`src/rtl/core/fde_pkg.sv`:
```
// ----------------------------------------------------------------------------
// Forward difference extremum package
// Types, widths and status codes shared by the extremum pipeline.
// ----------------------------------------------------------------------------
package fde_pkg;

	localparam int DATA_W  = 32;
	localparam int STEP_W  = 31;
	localparam int DIFF_W  = 35;
	localparam int A_W     = 37;
	localparam int AMAG_W  = 36;
	localparam int B_W     = 39;
	localparam int BMAG_W  = 38;
	localparam int C_W     = 38;
	localparam int CMAG_W  = 37;
	localparam int DISC_W  = 78;
	localparam int ROOT_W  = DISC_W / 2;
	localparam int REM_W   = ROOT_W + 2;
	localparam int NUM_W   = 41;
	localparam int NMAG_W  = NUM_W - 1;
	localparam int N_W     = NMAG_W + STEP_W + 1;
	localparam int DIV_W   = AMAG_W + 1;
	localparam int Q_W     = 41;
	localparam int BB_SPLIT = BMAG_W / 2;
	localparam int AC_SPLIT = AMAG_W / 2;
	localparam int NH_SPLIT = NMAG_W / 2;

	typedef enum logic [1:0] {
		ST_OK       = 2'd0,
		ST_NEG_DISC = 2'd1,
		ST_ZERO_D3  = 2'd2
	} status_t;

	typedef struct packed {
		logic signed [DATA_W-1:0] x_start;
		logic        [STEP_W-1:0] step;
		logic signed [DATA_W-1:0] sample0;
		logic signed [DATA_W-1:0] sample1;
		logic signed [DATA_W-1:0] sample2;
		logic signed [DATA_W-1:0] sample3;
	} in_item_t;

	typedef struct packed {
		logic signed [DATA_W-1:0] point_plus;
		logic                     plus_is_max;
		logic signed [DATA_W-1:0] point_minus;
		logic                     minus_is_max;
		status_t                  status;
	} out_item_t;

	typedef struct packed {
		logic signed [DATA_W-1:0] x;
		logic        [STEP_W-1:0] h;
		logic signed [B_W-1:0]    b;
		logic                     a_neg;
		logic        [AMAG_W-1:0] a_mag;
		status_t                  status;
		logic                     disc_nz;
	} sq_side_t;

	typedef struct packed {
		logic [REM_W-1:0]  rem;
		logic [ROOT_W-1:0] root;
		logic [DISC_W-1:0] bits;
		sq_side_t          side;
	} sq_t;

	typedef struct packed {
		logic [DIV_W-1:0] rem;
		logic [Q_W-1:0]   nq;
		logic             ovf;
		logic             neg;
	} dv_lane_t;

	typedef struct packed {
		logic signed [DATA_W-1:0] x;
		logic        [DIV_W-1:0]  dvs;
		status_t                  status;
		logic                     disc_nz;
	} dv_side_t;

	typedef struct packed {
		dv_lane_t [1:0] lane;
		dv_side_t       side;
	} dv_t;

endpackage

```
`src/rtl/core/fde_div_cell.sv`:
```
// ----------------------------------------------------------------------------
// Division cell
// Resolves one quotient bit for both roots and passes the rest on.
// ----------------------------------------------------------------------------
module fde_div_cell import fde_pkg::*; (
	input  logic clk,
	input  logic arst_n,
	input  logic en,
	input  logic vld_in,
	input  dv_t  d_in,
	output logic vld_q,
	output dv_t  d_q
);

	logic [DIV_W:0] t    [2];
	logic           take [2];
	dv_t            nxt;

	always_comb begin
		nxt = d_in;
		for (int i = 0; i < 2; i++) begin
			t[i]    = {d_in.lane[i].rem, d_in.lane[i].nq[Q_W-1]};
			take[i] = (t[i] >= {1'b0, d_in.side.dvs});
			nxt.lane[i].rem = take[i] ? DIV_W'(t[i] - {1'b0, d_in.side.dvs})
				: DIV_W'(t[i]);
			nxt.lane[i].nq  = {d_in.lane[i].nq[Q_W-2:0], take[i]};
		end
	end

	always_ff @(posedge clk or negedge arst_n) begin
		if (!arst_n) begin
			vld_q <= 1'b0;
		end else if (en) begin
			vld_q <= vld_in;
		end
	end

	always_ff @(posedge clk) begin
		if (en) begin
			d_q <= nxt;
		end
	end

endmodule

```
`config.mk`:
```
export PLATFORM = sky130hd
export DESIGN_NAME = fde_div_cell
export DESIGN_NICKNAME = d
export VERILOG_FILES = /design/src/rtl/core/fde_pkg.sv /design/src/rtl/core/fde_div_cell.sv
export SDC_FILE = /design/constraint.sdc
export NUM_CORES = 1
export LEC_CHECK = 0
export BUFFER_PORTS_ARGS = -buffer_cell sky130_fd_sc_hd__buf_2
export CELL_PAD_IN_SITES_DETAIL_PLACEMENT = 1
export CELL_PAD_IN_SITES_GLOBAL_PLACEMENT = 2
export CORE_MARGIN = 4
export CORE_UTILIZATION = 33
export CTS_CLUSTER_SIZE = 30
export DETAILED_ROUTE_END_ITERATION = 16
export PLACE_DENSITY_LB_ADDON = 0.25
export SLEW_MARGIN = 15
export SYNTH_ARGS = -nofsm -noshare
export SYNTH_HDL_FRONTEND = slang
export SYNTH_SLANG_ARGS = --single-unit
```
`constraint.sdc`:
```
create_clock -name clk -period 2.24 [get_ports clk]
set_clock_uncertainty 0.2 [all_clocks]
set_input_delay 0 -clock clk [delete_from_list [all_inputs] [get_ports clk]]
set_output_delay 0 -clock clk [all_outputs]
set_load 0.02 [all_outputs]
```
; ---- Yosys cells after proc, flatten, opt, wreduce, memory -nomap -nowiden
; Cells that the tools add are included.
[totals]
regBits = 233
in_bits = 236
output_inout_bits = 233
[op_classes]
n_lt_le_gt_ge = 2
addsub = 2
n_mux = 2
[ops]
columns = operator, count
row1 = greater-or-equal comparator 38 x 37 -> 1 bit, 2
row2 = 2-to-1 mux 37 bit, 2
row3 = subtractor 37 bit, 2

; ---- Depth between registers and ports, before layout
; Gate-level depths: netlist of run 1.
[depth]
ltp_word = 2
mapped_depth = 16
depth_no_buf = 14

; ---- Worst setup path after synthesis of run 1
; Ideal clock, no wire load.
[synth_path]
path_type = input -> register
startpoint = input port d_in[194] (netlist name)
endpoint = register d_q[196] (netlist name), data pin
setup_ns = 0.260
arrival_ns = 2.622
path_slack_ns = -0.842
path_buffers = 1
cell_stages = 14
cell_sequence = inv_1 -> ha_1 -> inv_1 -> fa_1 -> a211oi_1 -> o21a_1 -> a221o_1 -> o21ai_2 -> a21oi_4 -> o21ai_2 -> a211o_2 -> a31oi_4 -> buf_6 -> mux2_4
[synth_rtl]
columns = item, line_no
row1 = "start, declared", fde_div_cell.sv:10  ; input dv_t d_in,
row2 = "end signal, assigned", fde_div_cell.sv:40  ; d_q <= nxt;
row3 = "end, declared", fde_div_cell.sv:12  ; output dv_t d_q

==> flow_metrics.tcl, run 1 <==
set metrics [dict create \
    status "finished with violations" \
    violations "negative hold slack, negative setup slack" \
    h-tree-depth 1 \
    final-setup-viol-count 76 \
    die-area_mm2 0.03884 \
    p_int_mw 10.77 \
    die_w_um 197.1 \
    cts.clk_slew.worst_paths_ns 0.07 \
    yosys.cell_types.count 63 \
    setup_ws_ns -0.4322 \
    cpPeakStageDelay_ns 0.60 \
    crit_slowest_cell "dlygate4sd3_1" \
    fin_area_mm2 0.02205 \
    yosys_warnings 0 \
    fin_util_pct 63.21 \
    seqCellArea_mm2 0.006992 \
    yosys.area.top_type_share_pct 59.05 \
    hp-class "in -> reg" \
    routed_wl_um 62440 \
    combPwrFrac_pct 29.5 \
    cp_top_family "buffers and inverters" \
    viasPerCell 4.943 \
    yosys.area.top_type "edfxtp_1" \
    grt_pass1_vias 13620 \
    drt_pass1_iterations 4 \
    drive_above_1_share_pct 42.62 \
    peakVddDrop_v 0.0006434 \
    fillers 3768 \
    syn_inst 930 \
    nNetsFinal 2357 \
    ios 469 \
    clock-sinks 233 \
    rows 68 \
    ant_nets 0 \
    synth_area_per_cell_um2 12.69 \
    grt_max_degree 64 \
    tightest_slew_ns 0.6331 \
    switching_share_pct 30.66 \
    rsz0062_at_grt "true" \
    syn_to_final_growth_pct 86.87 \
    maxCapViolCount 0 \
    startpoint_type "input pin" \
    arrival_ns 2.80 \
    relSlewSlack_pct 57.79 \
    wire_per_inst_um 24.64 \
    endpoint_kind "flop" \
    start_util_pct 33.82 \
    max_clock_freq_mhz 374.2 \
    grt_first_pass_wirelength_um 86970 \
    cts_root_buf "clkbuf_16" \
    track_usage_pct 29.49 \
    cts_buffer_depth 3 \
    tns_ns -26.53 \
    total_power_mw 15.53 \
    synth_area_leaders "edfxtp_1, ha_1, mux2_2" \
    cellPowerDensity_mw_per_mm2 704.2 \
    drc 0 \
    p_leak_nw 9.903 \
    syn_area_mm2 0.01180 \
    ys.flop_type "edfxtp_1" \
    power.net_switching_mw 4.761 \
    route.vias.total 12530 \
    drv_slew 0 \
    power_frac_seq_pct 35.9 \
    synth_edf_count 232 \
    hold_ws_ns -0.5850 \
    min_period_ns 2.672 \
    async_reset_ff_share_pct 0.4292 \
    clockPowerShare_pct 34.6 \
    critical_path_class "in -> reg" \
    multi_input_area_mm2 0.004760 \
    ys_ff_latch 233 \
    drt-initial-drc-count 737 \
    cpMostUsedCell "a21o_1" \
    core_mm2 0.03488 \
    path_cells "buf_2 -> dlygate4sd3_1 -> ha_4 -> a21o_1 -> a21o_1 -> a21oi_2 -> nor3_1 -> nor2_1 -> nand3_2 -> o211ai_1 -> nand2_2 -> buf_6 -> clkbuf_16 -> mux2_4" \
    grt_overflow 0 \
    insertion_delay_ns 0.58 \
    critPathBufInv 4 \
    synth_fp_nets 1242 \
    post-route-period-util_pct 119.3 \
    fp.dieH_um 197.1 \
    cts_inserted_buffers 28 \
    cts_tree "yes" \
    dp_hpwl_um 37160 \
    cp_data_required_time_ns 2.37 \
    gp_congestion 0.8915 \
    dpl-instance-area_mm2 0.01656 \
    antenna_found_initial 15 \
    hold_viol 22 \
    yosysSeqAreaShare_pct 59.26 \
    crit_fanout 5 \
    portBuffers 468 \
]
## state kept, by name (all words and copies together) (netlist names)
signal and cells:
d_q 232, vld_q 1
## final cells by class
type	count	share of cell area [%]
antenna	12	0.1362
clock buffer	37	3.467
clock inverter	15	1.294
inverter	56	1.084
multi-input combinational	619	21.59
sequential	233	31.71
tap	455	2.582
timing repair buffer	1107	38.14
## worst paths after layout
kind	start	endpoint	slack (ns)	cells after the start
max in group asynchronous	arst_n	vld_q$_DFFE_PN0P_	1.61	3
worst min-delay path	d_in[4]	d_q[4]$_DFFE_PP_	-0.58	1
worst max-delay path	d_in[137]	d_q[137]$_DFFE_PP_	-0.43	14
worst max register to register	vld_q$_DFFE_PN0P_	vld_q$_DFFE_PN0P_	0.62	2
min in group asynchronous	arst_n	vld_q$_DFFE_PN0P_	0.10	3
worst min register to register	vld_q$_DFFE_PN0P_	vld_q$_DFFE_PN0P_	1.01	2
## cells in the mapped netlist, types with 7 or more instances
cell type and number:
a21o_1 34, a21oi_1 73, a31oi_1 7, and3_1 7, buf_2 7, clkbuf_1 9
edfxtp_1 232, ha_1 74, inv_1 56, mux2_2 34, nand2_1 78, nand3_1 14
nand4_1 15, nor2_1 36, nor2b_1 9, nor3_1 10, o211ai_1 7, o21ai_0 63
o21bai_1 12, xnor2_1 40, xor2_1 28
## cells in the final DEF, fill, tap and decap left out, types with 9 or more instances in the layout
cell type	count
edfxtp_1	232
buf_4	237
nand2_1	75
mux2_2	33
a21oi_1	68
o21ai_1	17
o21ai_0	44
nor2_1	34
nand3_1	13
buf_2	463
buf_12	12
a21o_1	34
xor2_1	28
inv_1	51
dlygate4sd3_1	372
nor3_1	9
ha_1	67
nand4_1	15
xnor2_1	40
clkbuf_16	32
diode_2	12
o21bai_1	12
buf_6	13
## routing by layer
| layer | up-vias | share of wire (%) | track usage (%) |
|---|---|---|---|
| met2 | 466 | 49 | 52.02 |
| met5 | - | 0.10 | 0 |
| met1 | 6142 | 38 | 33.86 |
| met4 | 10 | 6.0 | 14.15 |
| met3 | 157 | 6.2 | 6.754 |
| li1 | 5750 | - | - |
## logic make-up after synthesis
kind of cell,after synthesis,share of synthesized area [%]
AOI/OAI and AO/OA,240,12.83
xor gates and xnor gates,68,5.048
adders and majority gates,76,8.187
buffers and inverters,78,2.800
DFF,233,59.26
muxes,43,4.199
and+or+nand+nor,192,7.678
## repair_timing
item	in CTS	in global routing
buffers inserted	14	14
gates cloned	3	7
setup endpoints to repair	76	76
pin swaps	20	30
gates resized for setup	42	53
hold buffers	363	9
endpoints found under the hold margin	440	29
## power groups by stage
| stage | combinational, mW | sequential (mW) | clock [mW] |
|---|---|---|---|
| after CTS | 4.31 | 5.51 | 5.28 |
| final | 4.59 | 5.57 | 5.37 |
| after floorplan | 1.26 | 6.18 | 0 |
| after detailed placement | 3.63 | 5.59 | 0 |
| after global placement | 3.56 | 5.58 | 0 |
| after global routing | 4.87 | 5.60 | 5.63 |
## metrics by stage
step / hold WS [ns] / setup slack [ns] / cells
after detailed placement: -0.4243 / -1.124 / 2067
final: -0.5850 / -0.4322 / 2534
after floorplan: -0.4956 / -0.7158 / 930
after global routing: -0.6170 / -0.5249 / 2530
after CTS: -0.6133 / -0.4459 / 2498
after global placement: -0.4231 / -1.065 / 2067
Power figures use the tool's default switching activity.
==> run 2: changes to the inputs <==
- CAP_MARGIN: default -> 40
- CORE_UTILIZATION: 33 -> 31
- clock period: 2.24 -> 2.5 ns (I/O delays scaled with it)
==> run 2 against run 1 <==
The flow still finishes with violations (negative hold slack, negative setup slack). Cell count increased by 2.1%. Count of clock-buffer cells in the layout decreased by 4. First-iteration DRC count decreased by 29%. Critical path type unchanged. Critical endpoint is now d_q[226]$_DFFE_PP_.
==> flow_metrics.tcl, run 2 (synthesis results as in run 1) <==
set metrics [dict create \
    status "finished with violations" \
    violations "negative hold slack, negative setup slack" \
    cts_tree "yes" \
    power_frac_seq_pct 38.8 \
    switching_share_pct 31.06 \
    cp_data_required_time_ns 2.60 \
    ios 469 \
    startpoint_type "input pin" \
    hold_viol 17 \
    relSlewSlack_pct 59.92 \
    route.vias.total 12130 \
    p_int_mw 8.830 \
    core_mm2 0.03758 \
    largest_reg_flops 232 \
    top_register "d_q" \
    drt-initial-drc-count 526 \
    drc 0 \
    maxCapViolCount 0 \
    setup_ws_ns -0.1833 \
    top_regs "d_q (232), vld_q (1)" \
    grt_first_pass_wirelength_um 83680 \
    gp_congestion 0.8712 \
    track_usage_pct 26.58 \
    hold_ws_ns -0.5335 \
    fin_util_pct 58.29 \
    combPwrFrac_pct 31.5 \
    grt_overflow 0 \
    cpPeakStageDelay_ns 0.39 \
    wire_per_inst_um 22.23 \
    path_cells "buf_12 -> inv_12 -> ha_4 -> inv_4 -> fa_2 -> a211oi_2 -> o21a_1 -> a221o_1 -> o21ai_2 -> a21oi_4 -> o21ai_2 -> a211o_2 -> a31oi_4 -> buf_12 -> mux2_4" \
    cts_buffer_depth 3 \
    drv_slew 0 \
    final_cell_mix "buf_2, dlygate4sd3_1, buf_4, edfxtp_1, nand2_1" \
    routed_wl_um 57530 \
    tightest_slew_ns 0.6011 \
    tns_ns -8.902 \
    viasPerCell 4.685 \
    start_util_pct 31.40 \
    clockPowerShare_pct 29.7 \
    fillers 4070 \
    die_w_um 203.1 \
    post-route-period-util_pct 107.3 \
    arrival_ns 2.78 \
    endpoint_kind "flop" \
    insertion_delay_ns 0.55 \
    h-tree-depth 1 \
    p_leak_nw 9.770 \
    total_power_mw 12.81 \
    cts_root_buf "clkbuf_16" \
    power.net_switching_mw 3.979 \
    antenna_found_initial 18 \
    rsz0062_at_grt "true" \
    crit_fanout 5 \
    cts.clk_slew.worst_paths_ns 0.06 \
    drive_above_1_share_pct 42.71 \
    rows 71 \
    cellPowerDensity_mw_per_mm2 584.9 \
    crit_slowest_cell "fa_2" \
    fp.dieH_um 203.1 \
    min_period_ns 2.683 \
    grt_pass1_vias 13320 \
    peakVddDrop_v 0.0004775 \
    portBuffers 468 \
    clock-sinks 233 \
    cts_inserted_buffers 27 \
    nNetsFinal 2357 \
    final_common_cell "buf_2" \
    ant_nets 0 \
    max_clock_freq_mhz 372.7 \
    hp-class "in -> reg" \
    critical_path_class "in -> reg" \
    grt_max_degree 64 \
    final-setup-viol-count 73 \
    syn_to_final_growth_pct 85.63 \
    drt_pass1_iterations 5 \
    dp_hpwl_um 37140 \
    die-area_mm2 0.04125 \
]
==> run 2: worst max-delay path, delay by kind of cell <==
kind	cells	cell delay, ns
AOI/OAI and AO/OA	8	1.58
adders and majority gates	2	0.52
buffers and inverters	4	0.37
muxes	1	0.29
==> run 2: area by class of cell <==
| type | count | area, µm² | share of cell area [%] |
|---|---|---|---|
| timing repair buffer | 1108 | 8364 | 38.19 |
| multi-input combinational | 619 | 4817 | 21.99 |
| sequential | 233 | 6992 | 31.92 |
| clock buffer | 33 | 698.2 | 3.188 |
| tap | 511 | 639.4 | 2.919 |
| antenna | 12 | 30.03 | 0.1371 |
| inverter | 56 | 241.5 | 1.103 |
| clock inverter | 16 | 120.1 | 0.5484 |
==> run 2: metrics by stage <==
step / setup slack (ns) / cell area, µm² / instances
after floorplan: -0.4558 / 11900 / 930
after global placement: -0.8387 / 16630 / 2124
after detailed placement: -0.8712 / 16630 / 2124
after CTS: -0.1787 / 21390 / 2554
after global routing: -0.2945 / 21890 / 2585
final: -0.1833 / 21900 / 2588
==> run 2: routing by layer <==
layer | up-vias | wire length [µm] | track usage, % | part of all wire (%)
li1 | 5744 | - | - | -
met1 | 5866 | 22110 | 30.45 | 38
met2 | 383 | 29140 | 47.63 | 51
met3 | 119 | 3574 | 5.973 | 6.2
met4 | 14 | 2596 | 11.59 | 4.5
met5 | - | 106 | 0 | 0.18
==> run 2: worst paths after layout <==
| check | slack, ns | cells past startpoint | start | to |
|---|---|---|---|---|
| min reg2reg | 0.91 | 2 | vld_q$_DFFE_PN0P_ | vld_q$_DFFE_PN0P_ |
| min in group asynchronous | 0.15 | 3 | arst_n | vld_q$_DFFE_PN0P_ |
| max | -0.18 | 15 | d_in[194] | d_q[226]$_DFFE_PP_ |
| max in group asynchronous | 1.83 | 3 | arst_n | vld_q$_DFFE_PN0P_ |
| min | -0.53 | 1 | d_in[3] | d_q[3]$_DFFE_PP_ |
| max reg2reg | 0.95 | 2 | vld_q$_DFFE_PN0P_ | vld_q$_DFFE_PN0P_ |
==> run 2: power groups by stage <==
stage                     registers (mW)  logic, mW  clock network [mW]
after global placement              4.99       3.20                   0
after floorplan                     5.54       1.13                   0
after global routing                4.99       4.33                4.09
after detailed placement            5.00       3.25                   0
final                               4.97       4.04                3.81
after CTS                           4.92       3.82                3.85
==> run 2: repair_timing <==
action | 4_1_cts | 5_1_grt
pin swaps | 24 | 24
hold endpoints to repair | 407 | 20
buffers inserted | 10 | 10
gates resized for setup | 51 | 70
endpoints found under the setup margin | 75 | 76
hold buffers | 370 | 12
gates cloned | 2 | 2
==> run 3: changes to the inputs <==
- RECOVER_POWER: default -> 25
==> run 3 against run 2 <==
The run ends with negative hold slack, max-capacitance violations, max-slew violations, negative setup slack left. Sequential power about the same. Core utilization down 0.14 points. First-iteration DRC count down 5.5%. Die area unchanged. Non-clock buffer count unchanged. Sequential share of layout area up 0.079 points. Hold slack better by 0.0013 ns. Clock power about the same. Via count about the same. Wire length down 0.22%. Flip-flop and latch count unchanged. Setup slack better by 0.0013 ns.
==> flow_metrics.tcl, run 3 (synthesis results as in run 1) <==
set metrics [dict create \
    tightest_slew_ns 1.743 \
    critical_path_class "in -> reg" \
    largest_reg_flops 232 \
    dpl-instance-area_mm2 0.01663 \
    cts_buffer_depth 3 \
    final-setup-viol-count 74 \
    hold_viol 17 \
    insertion_delay_ns 0.55 \
    startpoint_type "input pin" \
    rr_startpoint "vld_q$_DFFE_PN0P_" \
    relSlewSlack_pct -16.22 \
    maxCapViolCount 1 \
    start_util_pct 31.40 \
    ios 469 \
    grt_first_pass_wirelength_um 83680 \
    crit_fanout 5 \
    die-area_mm2 0.04125 \
    tns_ns -8.828 \
    peakVddDrop_v 0.0004784 \
    die_w_um 203.1 \
    cts_tree "yes" \
    cts.clk_slew.worst_paths_ns 0.06 \
    hp-class "in -> reg" \
    nNetsFinal 2357 \
    core_mm2 0.03758 \
    violations "negative hold slack, max-capacitance violations, max-slew violations, negative setup slack" \
    wire_per_inst_um 22.19 \
    startpoint "d_in[194]" \
    path_cells "buf_12 -> inv_12 -> ha_4 -> inv_4 -> fa_2 -> a211oi_2 -> o21a_1 -> a221o_1 -> o21ai_2 -> a21oi_4 -> o21ai_2 -> a211o_2 -> a31oi_4 -> buf_12 -> mux2_4" \
    syn_to_final_growth_pct 85.18 \
    p_leak_nw 9.680 \
    clock-sinks 233 \
    cpPeakStageDelay_ns 0.39 \
    drv_slew 61 \
    cellPowerDensity_mw_per_mm2 586.1 \
    grt_max_degree 64 \
    final_cell_mix "buf_2, dlygate4sd3_1, edfxtp_1, buf_4, nand2_1" \
    drc 0 \
    gp_congestion 0.8712 \
    dp_cells 2124 \
    rows 71 \
    worstHoldStart "d_in[3]" \
    cts_root_buf "clkbuf_16" \
    max_clock_freq_mhz 372.9 \
    final_cells 2587 \
    drt_pass1_iterations 5 \
    final_common_cell "buf_2" \
    fin_area_mm2 0.02185 \
    cp_data_required_time_ns 2.60 \
    rsz0062_at_grt "true" \
    portBuffers 468 \
    dp_hpwl_um 37140 \
    cts_inserted_buffers 27 \
    post-route-period-util_pct 107.3 \
    routed_wl_um 57400 \
    viasPerCell 4.688 \
    drt-initial-drc-count 497 \
    fp.dieH_um 203.1 \
    arrival_ns 2.78 \
    top_register "d_q" \
    track_usage_pct 26.58 \
    drive_above_1_share_pct 41.21 \
    status "finished with violations" \
    min_period_ns 2.682 \
    grt_pass1_vias 13320 \
    grt_overflow 0 \
    endpoint_kind "flop" \
    crit_slowest_cell "fa_2" \
    top_regs "d_q (232), vld_q (1)" \
    antenna_found_initial 17 \
    ant_nets 0 \
    setup_ws_ns -0.1820 \
    h-tree-depth 1 \
    hold_ws_ns -0.5321 \
    route.vias.total 12130 \
    fin_util_pct 58.14 \
]
-- run 3: changes by cell type in the layout (fill, tap and decap cells not counted), sizes merged --
cell / previous run / this run
buf: 724 / 692
clkbuf: 35 / 67
diode: 12 / 11
-- run 3: critical path, delay by kind of cell --
family | cells | cell delay (ns)
multiplexers | 1 | 0.29
buffers and inverters | 4 | 0.37
adder cells (fa/ha/maj) | 2 | 0.52
AO/OA/AOI/OAI | 8 | 1.58
-- run 3: worst paths after layout --
kind,slack [ns],cells past startpoint,endpoint
worst max register to register,0.95,2,vld_q$_DFFE_PN0P_
worst max-delay path,-0.18,15,d_q[226]$_DFFE_PP_
max in group asynchronous,1.81,3,vld_q$_DFFE_PN0P_
min in group asynchronous,0.17,3,vld_q$_DFFE_PN0P_
worst min-delay path,-0.53,1,d_q[3]$_DFFE_PP_
worst min register to register,0.91,2,vld_q$_DFFE_PN0P_
-- run 3: through the flow --
step / power, mW / setup slack, ns
CTS: 12.59 / -0.1787
floorplan: 6.667 / -0.4558
global route: 13.39 / -0.2945
global placement: 8.184 / -0.8387
detailed placement: 8.249 / -0.8712
finish: 12.80 / -0.1820
-- run 3: routing by layer --
metal | wire length (µm) | global-route usage, % | vias to the layer above | part of all wire (%)
met5 | 100 | 0 | - | 0.17
met4 | 2574 | 11.59 | 14 | 4.5
met2 | 29130 | 47.63 | 385 | 51
li1 | - | - | 5742 | -
met3 | 3471 | 5.973 | 118 | 6.0
met1 | 22130 | 30.45 | 5868 | 39
-- run 3: area by class of cell --
cell class	instances	area [µm²]
flip-flops and latches	233	6992
inverters	56	241.5
fillers	4093	15730
clock inverters	16	120.1
multi-input cells	619	4817
repair buffers	1108	8313
diodes	11	27.53
well taps	511	639.4
clock buffers	33	698.2
-- run 3: where the power goes --
part	internal, mW	switching, mW	leakage [nW]	total [mW]
sequential	4.81	0.155	2.28	4.97
clock	2.09	1.72	0.385	3.81
combinational	1.92	2.11	7.01	4.03
total	8.82	3.98	9.68	12.8
-- run 3: repair_timing --
item | 4_1_cts | 5_1_grt
hold endpoints to repair | 407 | 20
pin swaps | 24 | 24
setup endpoints to repair | 75 | 76
cloned | 2 | 2
gates resized for setup | 51 | 70
hold buffers | 370 | 12
setup buffers | 10 | 10
